--- config.mk ---
export PLATFORM = sky130hd
export DESIGN_NAME = rbp_ram
export DESIGN_NICKNAME = d
export VERILOG_FILES = /design/src/rtl/core/rbp_ram.sv
export SDC_FILE = /design/constraint.sdc
export NUM_CORES = 2
export LEC_CHECK = 0
export BUFFER_PORTS_ARGS = -buffer_cell sky130_fd_sc_hd__buf_2
export CORE_ASPECT_RATIO = 1.2
export CORE_MARGIN = 2
export CORE_UTILIZATION = 53
export CTS_CLUSTER_SIZE = 10
export DETAILED_ROUTE_END_ITERATION = 6
export PLACE_DENSITY = 0.78
export SLEW_MARGIN = 20
export SYNTH_ARGS = -nofsm -noshare
export SYNTH_HDL_FRONTEND = slang
export SYNTH_SLANG_ARGS = --single-unit
--- constraint.sdc ---
create_clock -name clk -period 2.32 [get_ports clk]
set_clock_uncertainty 0.05 [all_clocks]
set_input_delay 0.116 -clock clk [delete_from_list [all_inputs] [get_ports clk]]
set_output_delay 0.116 -clock clk [all_outputs]
set_load 0.02 [all_outputs]
--- src/rtl/core/rbp_ram.sv ---
// ----------------------------------------------------------------------------
// rbp_ram
// Generic simple dual-port RAM: one write port, one registered read port.
// ----------------------------------------------------------------------------
module rbp_ram #(
	parameter int WIDTH = 8,
	parameter int DEPTH = 256,
	localparam int AW   = $clog2(DEPTH)
) (
	input  logic             clk,
	input  logic             we,
	input  logic [AW-1:0]    waddr,
	input  logic [WIDTH-1:0] wdata,
	input  logic [AW-1:0]    raddr,
	output logic [WIDTH-1:0] rdata
);

	logic [WIDTH-1:0] mem_q [DEPTH];

	// write and registered read
	always_ff @(posedge clk) begin
		if (we) begin
			mem_q[waddr] <= wdata;
		end
		rdata <= mem_q[raddr];
	end

endmodule

==> results.cfg <==
[yosys]
synthMuxAreaShare = 0.146
async_reset_ff_frac = 0
synth_edf_count = 2048
yosys_warnings = 0
synth_area_sq_um = 79600
synth_cell_types = 55
yosys.area_share.simple = 0.0263
yosysSeqAreaShare = 0.775
synthAdderAreaFrac = 0
postSynthCellCount = 3733
syn_area_per_cell_sq_um = 21.3
synth_top_family_by_area = multiplexers
syn_nets = 3759
ys_ff_latch = 2056
ys.flop_type = edfxtp_1
synth_xor_area_frac = 0
synth_compound_area_frac = 0.0342

[sta]
timing.setup.tns_ps = -61.4
tightest_slew_ps = 953
final.period_utilization = 1.02
setup_viol = 2
rsz0062_at_grt = yes
slew_headroom = 0.362
max_freq_mhz = 422
final.min_clock_period_ps = 2370
finalHoldViolations = 0
layout_setup_ws_ps = -51.4
slew_violations = 0

[critical_path]
crit_chain = mux4_2 -> a22oi_1 -> a31oi_1 -> nor4_4 -> nor4_1
crit_start = mem_q[179][3]
r2r_slack_ps = -50
max_stage_delay_ps = 560
cp.arrival_ps = 3040
r2r_start = mem_q[179][3]
crit_end = rdata[3]
r2r_end = rdata[3]
startpoint_type = flop
r2r_cells = 5
critPathKind = flop to flop
worst_path_max_delay_cell = nor4_4
crit_required_ps = 2990
path_max_fanout = 1
end_kind = flop

[die]
die-area_sq_um = 153000
die_h_microns = 428
initial_core_util = 0.534
die_w_microns = 358
fp-row-count = 155
ioPinCount = 34
core_area_sq_um = 149000

[detailed_routing]
viasPerCell = 6.58
dr.pass1.iters = 7
num_vias = 43100
drc_errors = 0
first_iter_violations = 6890
wl_mm = 210
wl_per_cell_microns = 32.1
final_antenna_net_count = 0

[clock_tree]
post_cts_buffers = 0
clock_sinks = 2056
cts_tree = yes
cts_htree_levels = 4
cts_buffers = 225
clock_path_buffers = 3
worstSkewPairLatency_ps = 860
root_buffer = clkbuf_16
clk_pin_slew_worst_paths_ps = 60

[grt]
grt_overflow_total = 0
grtUsageTotal = 0.278
grt_pass1_vias = 44000
grt_max_degree = 94
grt_pass1_wl_mm = 304
antenna_found_initial = 5

[pwr]
ir_worst_vdd_uv = 827
power_density_nw_per_um2 = 817
leakagePower_nw = 30.6
power_mw = 76.7

[finish]
nFillCells = 9347
drive_gt1_frac = 0.329
syn_to_final_growth_pct = 18.0
ff_latch_area_sq_um = 61700
multi_input_area_sq_um = 16700
fin_nets = 4537

[worst_hold_path]
hp-start = waddr[4]
hold_path_depth = 4
hp-class = primary input to flop

[run_status]
violations = setup timing
status = finished, violations left

[placed_design]
pre_cts_ws_ps = -945
post-dp-hpwl_mm = 131
io_buffers = 33
place.gp.congestion = 0.931

[run]
maxCapViolations = 0
[cell type report]
cell class	count	area share
diodes	5	0.000133
clock buffers	279	0.0628
clock inverters	17	0.00293
inverters	2	0.0000799
multi-input cells	1442	0.178
flip-flops and latches	2056	0.657
well taps	1962	0.0261
repair buffers	784	0.0733
[power breakdown]
part	switching, mW	leakage [nW]	internal, mW
Clock	13.5	2.99	17.7
Combinational	2.70	9.11	1.78
Sequential	0.0942	18.5	41.0
Total	16.3	30.6	60.4
[what timing repair did]
| action | CTS | global route |
|---|---|---|
| setup endpoints to repair | 7 | 8 |
| hold buffers | 17 | 0 |
| resized for setup | 19 | 17 |
| endpoints found under the hold margin | 751 | 0 |
| pin swaps | 3 | 3 |
[routing by layer]
metal  GRT usage  vias to the layer above  wire, microns
met5           0                        -             36
met4       0.161                        6          13900
met3      0.0637                      658          23700
met2       0.443                     3163         103000
met1       0.351                    22100          70100
li1            -                    17200              -
[cells by family after synthesis]
group,count (synthesis)
AND/OR/NAND/NOR,466
flip-flops,2056
multiplexers,591
AO/OA/AOI/OAI,385
buffers and inverters,235
[synth_stat cells (2+ instances only)]
| master | instances | area (sq um) |
|---|---|---|
| buf_2 | 31 | 155 |
| nand2b_1 | 8 | 50.1 |
| nor2_1 | 282 | 1060 |
| a211oi_1 | 16 | 120 |
| a311oi_1 | 2 | 17.5 |
| and3b_1 | 2 | 17.5 |
| a22o_1 | 8 | 70.1 |
| o32ai_1 | 4 | 35.0 |
| mux4_2 | 454 | 10200 |
| buf_6 | 21 | 236 |
| nand2_1 | 33 | 124 |
| a31oi_1 | 2 | 12.5 |
| nor4_2 | 3 | 37.5 |
| buf_1 | 22 | 82.6 |
| buf_4 | 27 | 203 |
| nor2b_1 | 31 | 194 |
| mux4_1 | 2 | 52.6 |
| dfxtp_1 | 8 | 160 |
| nor4_1 | 24 | 150 |
| nand3b_1 | 2 | 15.0 |
| o221ai_1 | 46 | 403 |
| a22oi_1 | 133 | 998 |
| nand4_1 | 10 | 62.6 |
| a21oi_1 | 96 | 480 |
| clkbuf_1 | 111 | 417 |
| mux2i_1 | 134 | 1340 |
| and2_1 | 6 | 37.5 |
| o211ai_1 | 10 | 75.1 |
| a2111oi_0 | 2 | 17.5 |
| or2_2 | 4 | 25.0 |
| a2111oi_1 | 2 | 20.0 |
| o22a_1 | 5 | 43.8 |
| buf_8 | 13 | 195 |
| nand3_1 | 34 | 170 |
| buf_12 | 8 | 160 |
| o21ai_0 | 10 | 50.1 |
| nor3_1 | 22 | 110 |
| edfxtp_1 | 2048 | 61500 |
| o22ai_1 | 28 | 175 |
| a221oi_1 | 13 | 114 |
| o21ai_1 | 2 | 10.0 |
[worst min path at each step]
stage                     slack [ps]       endpoint
final                             70  mem_q[186][4]
after global routing              70  mem_q[242][5]
after CTS                          9  mem_q[186][4]
after detailed placement         560       rdata[7]
after global placement           580       rdata[7]
after floorplan                  160    mem_q[0][0]
[stage by stage]
step / cell area (sq um) / hold slack (ps) / cells / utilization
final: 93900 / 74.3 / 6547 / 0.630
after global routing: 93900 / 69.9 / 6542 / 0.630
after CTS: 93800 / 8.83 / 6542 / 0.630
after detailed placement: 87300 / 564 / 6231 / 0.586
after global placement: 87300 / 576 / 6230 / 0.586
after floorplan: 79600 / 165 / 3733 / -
[registers in the layout, summed over array words and instances, names as in the netlist]
register	cells
mem_q	2048
rdata	8
[cells in the final DEF, fill, tap and decap left out, drive strengths merged, types with 2 or more instances in the layout]
cell type    instances
o22a                 5
o32ai                5
nor2b               31
a311oi               2
a221oi              14
clkbuf             287
inv                  7
a22oi              133
dlygate4sd3         17
buf                759
o22ai               28
a2111oi              5
nand4               10
mux4               456
nor2               282
nand2b               8
nor3                22
nor4                27
o221ai              47
diode                5
edfxtp            2048
a211oi              16
o21ai               12
a31oi                2
a22o                 8
o211ai              10
nand3               34
mux2i              134
or2                  4
a21oi               96
clkinv              11
nand2               33
nand3b               2
and2                 6
and3b                2
dfxtp                8
[worst max-delay path, delay by kind of cell (launching register included)]
kind	cells	cell delay, ps
AO/OA/AOI/OAI	2	620
flip-flops	1	390
multiplexers	1	500
AND/OR/NAND/NOR	2	670
(Power assumes the default switching activity.)
